==> config.mk <==
export PLATFORM = sky130hd
export DESIGN_NAME = nested_length_section_tracker
export DESIGN_NICKNAME = d
export VERILOG_FILES = /design/src/rtl/nlst_pkg.sv /design/src/rtl/nlst_count_mem.sv /design/src/rtl/nlst_seq.sv /design/src/rtl/nested_length_section_tracker.sv
export VERILOG_INCLUDE_DIRS = /design/src /design/src/rtl
export SDC_FILE = /design/constraint.sdc
export NUM_CORES = 1
export LEC_CHECK = 0
export BUFFER_PORTS_ARGS = -buffer_cell sky130_fd_sc_hd__buf_4
export CAP_MARGIN = 20
export CORE_MARGIN = 3
export CORE_UTILIZATION = 55
export CTS_CLUSTER_DIAMETER = 150
export DETAILED_ROUTE_END_ITERATION = 10
export GPL_TIMING_DRIVEN = 0
export PLACE_DENSITY = 0.71
export SYNTH_ARGS = -nofsm -noshare
export SYNTH_HDL_FRONTEND = slang
export SYNTH_SLANG_ARGS = --single-unit
==> constraint.sdc <==
create_clock -name clk -period 5.65 [get_ports clk]
set_input_delay 0.565 -clock clk [delete_from_list [all_inputs] [get_ports clk]]
set_output_delay 0.565 -clock clk [all_outputs]
set_load 0.005 [all_outputs]
==> src/rtl/assert_macros.svh <==
// ---------------------------------------------------------------------------
// Assertion macros
// Shared concurrent assertion forms, clocked on clk, muted in reset.
// ---------------------------------------------------------------------------
`ifndef ASSERT_MACROS_SVH
`define ASSERT_MACROS_SVH

// Plain property, checked at every rising edge outside reset.
`define ASSERT_PROP(label, prop, msg) \
  label: assert property (@(posedge clk) disable iff (rst) (prop)) else $error(msg);

// Antecedent in one cycle implies consequent in the next.
`define ASSERT_NEXT(label, ante, cons, msg) \
  label: assert property (@(posedge clk) disable iff (rst) (ante) |=> (cons)) \
    else $error(msg);

`endif

==> src/rtl/nlst_pkg.sv <==
// ---------------------------------------------------------------------------
// nlst_pkg
// Types and codes shared by the nested length section tracker.
// ---------------------------------------------------------------------------
package nlst_pkg;

  localparam int MaxDepthDefault = 8;
  localparam int LenW = 32;

  // Operation codes
  localparam logic [1:0] OP_CLEAR   = 2'd0;
  localparam logic [1:0] OP_BEGIN   = 2'd1;
  localparam logic [1:0] OP_CONSUME = 2'd2;
  localparam logic [1:0] OP_END     = 2'd3;

  // Status codes
  localparam logic [2:0] STAT_OK         = 3'd0;
  localparam logic [2:0] STAT_TOO_DEEP   = 3'd1;
  localparam logic [2:0] STAT_UNDERFLOW  = 3'd2;
  localparam logic [2:0] STAT_NONE_OPEN  = 3'd3;
  localparam logic [2:0] STAT_BYTES_LEFT = 3'd4;

  typedef struct packed {
    logic [1:0]      op;
    logic [LenW-1:0] length;
  } in_item_t;

  typedef struct packed {
    logic [2:0] status;
    logic       all_closed;
  } out_item_t;

  typedef enum logic [1:0] {
    S_IDLE,
    S_CONSUME,
    S_END
  } state_t;

endpackage

==> src/rtl/nlst_count_mem.sv <==
// ---------------------------------------------------------------------------
// nlst_count_mem
// Remaining-count store: one write port, one read port, registered read.
// ---------------------------------------------------------------------------
module nlst_count_mem #(
  parameter int MAX_DEPTH = nlst_pkg::MaxDepthDefault,
  parameter int AW = (MAX_DEPTH > 1) ? $clog2(MAX_DEPTH) : 1
) (
  input  logic                    clk,
  input  logic                    we,
  input  logic [AW-1:0]           waddr,
  input  logic [nlst_pkg::LenW-1:0] wdata,
  input  logic [AW-1:0]           raddr,
  output logic [nlst_pkg::LenW-1:0] rdata
);

  logic [nlst_pkg::LenW-1:0] mem [MAX_DEPTH];

  always_ff @(posedge clk) begin
    if (we) begin
      mem[waddr] <= wdata;
    end
  end

  // Read returns old contents on a same-address collision; the sequencer
  // never uses a read of the entry it writes in the same cycle.
  always_ff @(posedge clk) begin
    rdata <= mem[raddr];
  end

endmodule

==> src/rtl/nlst_seq.sv <==
// ---------------------------------------------------------------------------
// nlst_seq
// Sequencer: level count, consume walk, end check and result register.
// ---------------------------------------------------------------------------
module nlst_seq #(
  parameter int MAX_DEPTH = nlst_pkg::MaxDepthDefault,
  parameter int AW = (MAX_DEPTH > 1) ? $clog2(MAX_DEPTH) : 1,
  parameter int LW = $clog2(MAX_DEPTH + 1)
) (
  input  logic                      clk,
  input  logic                      rst,
  input  logic                      start,
  output logic                      busy,
  input  nlst_pkg::in_item_t        item,
  output logic                      done,
  output nlst_pkg::out_item_t       result,
  output logic                      we,
  output logic [AW-1:0]             waddr,
  output logic [nlst_pkg::LenW-1:0] wdata,
  output logic [AW-1:0]             raddr,
  input  logic [nlst_pkg::LenW-1:0] rdata
);

  nlst_pkg::state_t          state, state_next;
  logic [LW-1:0]             open_levels, open_levels_next;
  logic [AW-1:0]             idx, idx_next;
  logic [nlst_pkg::LenW-1:0] len, len_next;
  logic                      done_next;
  logic [2:0]                status_next;
  logic                      accept;
  logic [LW-1:0]             idx_inc;
  logic [LW-1:0]             top;
  logic                      short;

  assign busy    = (state != nlst_pkg::S_IDLE);
  assign accept  = start && !busy;
  assign idx_inc = LW'(idx) + LW'(1);
  assign top     = open_levels - LW'(1);
  assign short   = (rdata < len);

  // Next state
  always_comb begin
    state_next = state;
    case (state)
      nlst_pkg::S_IDLE: begin
        if (accept && open_levels != '0) begin
          if (item.op == nlst_pkg::OP_CONSUME) begin
            state_next = nlst_pkg::S_CONSUME;
          end else if (item.op == nlst_pkg::OP_END) begin
            state_next = nlst_pkg::S_END;
          end
        end
      end
      nlst_pkg::S_CONSUME: begin
        if (short || idx_inc >= open_levels) begin
          state_next = nlst_pkg::S_IDLE;
        end
      end
      nlst_pkg::S_END: begin
        state_next = nlst_pkg::S_IDLE;
      end
      default: begin
        state_next = nlst_pkg::S_IDLE;
      end
    endcase
  end

  // Datapath and memory control
  always_comb begin
    we               = 1'b0;
    waddr            = idx;
    wdata            = rdata - len;
    raddr            = '0;
    open_levels_next = open_levels;
    idx_next         = idx;
    len_next         = len;
    done_next        = 1'b0;
    status_next      = nlst_pkg::STAT_OK;
    case (state)
      nlst_pkg::S_IDLE: begin
        if (accept) begin
          len_next = item.length;
          case (item.op)
            nlst_pkg::OP_CLEAR: begin
              open_levels_next = '0;
              done_next        = 1'b1;
            end
            nlst_pkg::OP_BEGIN: begin
              done_next = 1'b1;
              if (open_levels >= LW'(MAX_DEPTH)) begin
                status_next = nlst_pkg::STAT_TOO_DEEP;
              end else begin
                we               = 1'b1;
                waddr            = open_levels[AW-1:0];
                wdata            = item.length;
                open_levels_next = open_levels + LW'(1);
              end
            end
            nlst_pkg::OP_CONSUME: begin
              raddr    = '0;
              idx_next = '0;
              if (open_levels == '0) begin
                done_next = 1'b1;
              end
            end
            nlst_pkg::OP_END: begin
              raddr = top[AW-1:0];
              if (open_levels == '0) begin
                done_next   = 1'b1;
                status_next = nlst_pkg::STAT_NONE_OPEN;
              end
            end
            default: begin
              done_next = 1'b1;
            end
          endcase
        end
      end
      nlst_pkg::S_CONSUME: begin
        if (short) begin
          done_next   = 1'b1;
          status_next = nlst_pkg::STAT_UNDERFLOW;
        end else begin
          we = 1'b1;
          if (idx_inc < open_levels) begin
            raddr    = idx_inc[AW-1:0];
            idx_next = idx_inc[AW-1:0];
          end else begin
            done_next = 1'b1;
          end
        end
      end
      nlst_pkg::S_END: begin
        done_next = 1'b1;
        if (rdata != '0) begin
          status_next = nlst_pkg::STAT_BYTES_LEFT;
        end else begin
          open_levels_next = top;
        end
      end
      default: begin
        done_next = 1'b0;
      end
    endcase
  end

  always_ff @(posedge clk) begin
    if (rst) begin
      state       <= nlst_pkg::S_IDLE;
      open_levels <= '0;
      done        <= 1'b0;
    end else begin
      state       <= state_next;
      open_levels <= open_levels_next;
      done        <= done_next;
    end
  end

  always_ff @(posedge clk) begin
    idx <= idx_next;
    len <= len_next;
    if (done_next) begin
      result.status     <= status_next;
      result.all_closed <= (open_levels_next == '0);
    end
  end

endmodule

==> src/rtl/nested_length_section_tracker.sv <==
// ---------------------------------------------------------------------------
// nested_length_section_tracker
// Clear, begin and ops on an empty stack are answered from the idle state; end
// reads the top level, then checks it; consume walks the levels, one level per
// cycle through the single read port. The next item can be taken in the cycle
// its result strobes; no new item is taken while a walk or end check is busy.
// Reset clears the level count and control; the count memory is not cleared.
// ---------------------------------------------------------------------------
`include "assert_macros.svh"

module nested_length_section_tracker #(
  parameter int MAX_DEPTH = nlst_pkg::MaxDepthDefault
) (
  input  logic                clk,
  input  logic                rst,
  input  logic                start,
  output logic                busy,
  input  nlst_pkg::in_item_t  item,
  output logic                done,
  output nlst_pkg::out_item_t result
);

  localparam int AW = (MAX_DEPTH > 1) ? $clog2(MAX_DEPTH) : 1;
  localparam int LW = $clog2(MAX_DEPTH + 1);

  // Memory port between sequencer and count store.
  logic                      we;
  logic [AW-1:0]             waddr;
  logic [nlst_pkg::LenW-1:0] wdata;
  logic [AW-1:0]             raddr;
  logic [nlst_pkg::LenW-1:0] rdata;

  // Sequencer: holds the open-level count in flops and walks the stack
  // through the memory. A consume reads level 0, then each cycle checks
  // the returned count, writes it back decremented and reads the next
  // level. A read of the entry written that cycle is never used, so no forwarding.
  nlst_seq #(
    .MAX_DEPTH (MAX_DEPTH),
    .AW        (AW),
    .LW        (LW)
  ) u_seq (
    .clk    (clk),
    .rst    (rst),
    .start  (start),
    .busy   (busy),
    .item   (item),
    .done   (done),
    .result (result),
    .we     (we),
    .waddr  (waddr),
    .wdata  (wdata),
    .raddr  (raddr),
    .rdata  (rdata)
  );

  // Count store: entries below the open-level count are valid, and begin
  // writes each before it is read, so the store needs no clearing.
  nlst_count_mem #(
    .MAX_DEPTH (MAX_DEPTH),
    .AW        (AW)
  ) u_mem (
    .clk   (clk),
    .we    (we),
    .waddr (waddr),
    .wdata (wdata),
    .raddr (raddr),
    .rdata (rdata)
  );

  // A result always lands after the walk has finished.
  `ASSERT_PROP(a_done_idle, !done || !busy, "result strobe while busy")

  // Writes stay inside the store.
  `ASSERT_PROP(a_waddr_range, !we || (int'(waddr) < MAX_DEPTH), "write beyond depth")

  // Clear answers in the next cycle with ok and an empty stack.
  `ASSERT_NEXT(a_clear, start && !busy && item.op == nlst_pkg::OP_CLEAR,
               done && result.all_closed && result.status == nlst_pkg::STAT_OK,
               "clear result wrong")

endmodule
==> impl_summary.md <==
STA
At the pin with the least slew margin, the transition time is 0.9550 ns. The total negative slack is 0 ns. The worst hold margin is 0.2431 ns. Setup repair after global routing left no endpoint under its margin. The number of pins with negative max-slew slack in the final report was 0.

The clock period could shrink to 4.397 ns. The highest attainable clock frequency is 227.4 MHz. The worst clock skew is 0.01769 ns. Setup violations remaining at the end of the flow were counted as 0.

The number of endpoints with negative hold slack in the final report is 0. The headroom to the max-slew limit is 35.66%. The post-route fraction of the period consumed by the critical path is 77.82%.

Clock network
The insertion delay to the later sink of the worst-skew pair is 0.52 ns. Gates resized during post-CTS repair numbered 0. The clock passes through at most 3 buffers. The TritonCTS buffer count is 35. The number of H-tree levels is 2. The tree is rooted in a sky130_fd_sc_hd__clkbuf_16. The post-CTS repair timing setup buffer count is 0. For this design, the sink count on the clock tree is 334. The clock tree from TritonCTS is done. The CTS clock-pin slew for the worst setup and hold paths is 0.06 ns. The number of hold buffers added after CTS was 0.

Placed design
Once placement finished, the instance area stood at 16,220 um2. Routability-driven placement finished with a final weighted congestion of 0.8855. The number of buffers added on ports is 41. The number of placed cells counting well taps is 1,425. The half-perimeter wire length after detailed placement is 21,690 um.

Global routing
The number of antenna violations at the first check in global routing was 0. The remaining global-route overflow is 0. Entering global routing, the biggest net connects 21 pins. The number of global-route vias before repair was 8,604. Global routing used 22.02% of the available tracks across all layers. The first global-routing pass estimated 49,230 um of wire.

Worst setup path
The worst setup path is of the reg -> reg kind. Data arrives at the worst endpoint at 4.60 ns. The type of destination of the critical path is a flip-flop. The highest net fanout along the worst path is 20. The worst register-to-register path has a depth of 10. The endpoint identified for the worst register-to-register timing path is u_mem.mem[3][13]. The worst endpoint required time is 5.86 ns. STA classifies the critical path startpoint as a flip-flop. In this run the register-to-register setup slack is 1.25 ns. In this run the worst setup path begins at u_seq.state[1]. In this run the critical register-to-register path is launched from u_seq.state[1].

Hold path
In this run the most critical hold path is launched from item[29]. The number of cells on the worst hold path is 1. The path with the worst hold slack has its endpoint at u_seq.len[29]. The tightest min-delay check is of the in -> reg type.

Cells and area
In the final layout, the multi-input gates occupy 4974 um2. The post-layout instance area is 17,480 um2. The number of nets in the finished design is 1,198. Cells with a size suffix above 1 make up 16.13% of the layout. The number of filler instances in the final layout is 1,931. The post-route non-filler standard cell count is 1,488. In the final layout, flip-flops and latches occupy 9639 um2. The post-layout utilization of the core is 64.67%.

The post-synthesis to final-layout area growth is 15.14%. The number of antenna diodes in the final layout is 0.

Routing
The detail route stage leaves a number of antenna-violating nets equal to 0. The number of vias after detailed routing is 8,714. For this block, the routed nets add up to 32,350 um of wire. The detailed-routing iteration count for the pre-antenna-repair pass is 5. The initial DRC count is 649. Dividing the detail-routed wire length by the instance count gives 21.74 um. The detailed-route DRC error count is 0. In the routed layout, each cell is associated on average with a via count of 5.856.

Floorplanning
The number of cell rows is 60. From left edge to right edge, the die measures 172.1 um. The die covers 29,630 um2. 43 I/O pins were placed. The initial standard-cell utilization of the core is 56.16%. The die boundary height is 172.1 um. The core region is 27,030 um2.

Pwr
The leakage dissipation is 5.999 nW. In this run the power density over the cells is 345.6 nW/um2. The worst supply voltage drop on vdd is 267.2 uV.

Synth
The share of synthesized flip-flops with an asynchronous set or reset is 0%. The post-synthesis net count is 1,111. Yosys mapped a number of flops with a built-in enable equal to 295.

The number of register bits inferred by synthesis is 334. Of the synthesized area, sequential elements account for 63.51%. The average instance area after synthesis is 14.68 um2. Yosys mapped the design onto 60 distinct sky130hd cell types. After synthesis the cells add up to 15,180 um2. The synthesized instance count is 1,034.

Yosys printed 0 warnings. The most used flip-flop cell after synthesis is sky130_fd_sc_hd__edfxtp_1.

Run status
The run finished with clean final reports.

Flow run
The number of max-cap violations is 0.
==> worst max path at each step <==
stage | cells past startpoint | endpoint
floorplan | 9 | u_mem.mem[4][0]
global placement | 9 | u_mem.mem[5][15]
detailed placement | 10 | u_mem.mem[4][12]
CTS | 10 | u_mem.mem[4][9]
global route | 10 | u_mem.mem[3][16]
finish | 10 | u_mem.mem[3][13]
==> layout by cell type, fill, tap and decap left out, types with 3 or more instances in the layout <==
cell type / Yosys / final
sky130_fd_sc_hd__a21oi_1: 41 / 41
sky130_fd_sc_hd__nor4_1: 11 / 11
sky130_fd_sc_hd__ha_1: 39 / 39
sky130_fd_sc_hd__buf_8: 6 / 6
sky130_fd_sc_hd__bufinv_16: 0 / 8
sky130_fd_sc_hd__clkbuf_8: 0 / 3
sky130_fd_sc_hd__xnor2_1: 18 / 18
sky130_fd_sc_hd__nor2_4: 0 / 8
sky130_fd_sc_hd__clkbuf_1: 14 / 19
sky130_fd_sc_hd__nor2b_1: 10 / 10
sky130_fd_sc_hd__nand2b_1: 7 / 7
sky130_fd_sc_hd__mux2i_1: 194 / 194
sky130_fd_sc_hd__a21o_1: 17 / 17
sky130_fd_sc_hd__edfxtp_1: 295 / 295
sky130_fd_sc_hd__o21ai_0: 51 / 51
sky130_fd_sc_hd__mux2_2: 33 / 33
sky130_fd_sc_hd__clkinv_1: 0 / 4
sky130_fd_sc_hd__nand3_1: 3 / 3
sky130_fd_sc_hd__inv_6: 0 / 4
sky130_fd_sc_hd__o21bai_1: 6 / 6
sky130_fd_sc_hd__clkbuf_16: 0 / 35
sky130_fd_sc_hd__nand4_1: 9 / 9
sky130_fd_sc_hd__nand2_1: 54 / 54
sky130_fd_sc_hd__and2_1: 5 / 4
sky130_fd_sc_hd__dfxtp_1: 39 / 39
sky130_fd_sc_hd__nor2_1: 33 / 25
sky130_fd_sc_hd__a22oi_1: 4 / 4
sky130_fd_sc_hd__nor3_1: 14 / 14
sky130_fd_sc_hd__buf_4: 0 / 41
sky130_fd_sc_hd__xor2_1: 14 / 14
sky130_fd_sc_hd__buf_2: 4 / 4
sky130_fd_sc_hd__inv_1: 45 / 45
sky130_fd_sc_hd__o21a_1: 6 / 6
sky130_fd_sc_hd__a31oi_1: 7 / 7
sky130_fd_sc_hd__buf_12: 14 / 14
sky130_fd_sc_hd__buf_16: 0 / 9
==> state kept, by name, indices dropped and copies added (netlist names) <==
| signal | cells |
|---|---|
| u_mem.mem | 256 |
| u_mem.rdata | 32 |
| u_seq.len | 32 |
| u_seq.open_levels | 4 |
| u_seq.result | 4 |
| u_seq.idx | 3 |
| u_seq.state | 2 |
| u_seq.done | 1 |
==> critical path, stage by stage (launching register included) <==
cell,delay (ns)
sky130_fd_sc_hd__dfxtp_1,0.30
sky130_fd_sc_hd__clkbuf_1,0.20
sky130_fd_sc_hd__nor2_1,0.21
sky130_fd_sc_hd__and2_2,0.52
sky130_fd_sc_hd__nand2_1,0.20
sky130_fd_sc_hd__nor3_1,0.24
sky130_fd_sc_hd__clkbuf_1,0.50
sky130_fd_sc_hd__clkbuf_1,0.55
sky130_fd_sc_hd__a31oi_1,0.31
sky130_fd_sc_hd__nor2_4,0.79
sky130_fd_sc_hd__buf_16,0.25
==> report_power, final <==
group	internal [mW]	switching (mW)	leakage, nW
sequential	2.88	0.0253	3.02
combinational	0.239	0.413	2.38
clock	1.55	0.931	0.605
==> metrics by stage <==
| step | setup slack [ns] | power [mW] |
|---|---|---|
| 6_report | 1.253 | 6.040 |
| 5_1_grt | 0.8900 | 6.236 |
| 3_3_place_gp | -1.648 | 3.577 |
| 3_5_place_dp | 1.262 | 3.598 |
| 2_1_floorplan | 1.199 | 3.400 |
| 4_1_cts | 1.230 | 6.067 |
==> kinds of logic after synthesis <==
group / synth area share [%]
AO/OA/AOI/OAI: 6.776
AND/OR/NAND/NOR: 5.152
buffers and inverters: 4.130
adder cells (fa/ha/maj): 3.347
multiplexers: 15.24
flip-flops: 63.51
XOR/XNOR: 1.847
==> synthesized netlist by cell type, types with 11 or more instances <==
| cell | number | share of area (%) |
|---|---|---|
| sky130_fd_sc_hd__mux2i_1 | 194 | 13 |
| sky130_fd_sc_hd__clkbuf_1 | 14 | 0.35 |
| sky130_fd_sc_hd__edfxtp_1 | 295 | 58 |
| sky130_fd_sc_hd__nor4_1 | 11 | 0.45 |
| sky130_fd_sc_hd__mux2_2 | 33 | 2.4 |
| sky130_fd_sc_hd__a21oi_1 | 41 | 1.4 |
| sky130_fd_sc_hd__inv_1 | 45 | 1.1 |
| sky130_fd_sc_hd__xor2_1 | 14 | 0.81 |
| sky130_fd_sc_hd__o21ai_0 | 51 | 1.7 |
| sky130_fd_sc_hd__ha_1 | 39 | 3.2 |
| sky130_fd_sc_hd__buf_12 | 14 | 1.8 |
| sky130_fd_sc_hd__nand2_1 | 54 | 1.3 |
| sky130_fd_sc_hd__nor2_1 | 33 | 0.82 |
| sky130_fd_sc_hd__xnor2_1 | 18 | 1.0 |
| sky130_fd_sc_hd__dfxtp_1 | 39 | 5.1 |
| sky130_fd_sc_hd__nor3_1 | 14 | 0.46 |
| sky130_fd_sc_hd__a21o_1 | 17 | 0.84 |
==> routing by layer <==
metal  up-vias  track usage (%)  share of wire, %
met5         -                0                 0
met4         0            5.311               1.9
met3        44            3.246               5.5
met2       245            35.79                47
met1      4334            31.75                45
li1       4091                -                 -
==> layout make-up <==
type,instances,share of cell area [%]
flip-flops and latches,334,55.15
multi-input cells,615,28.46
clock buffers,43,5.355
repair buffers,50,3.179
plain buffers,40,2.620
well taps,341,2.441
clock inverters,20,1.826
inverters,45,0.9665
(Power assumes the default switching activity.)
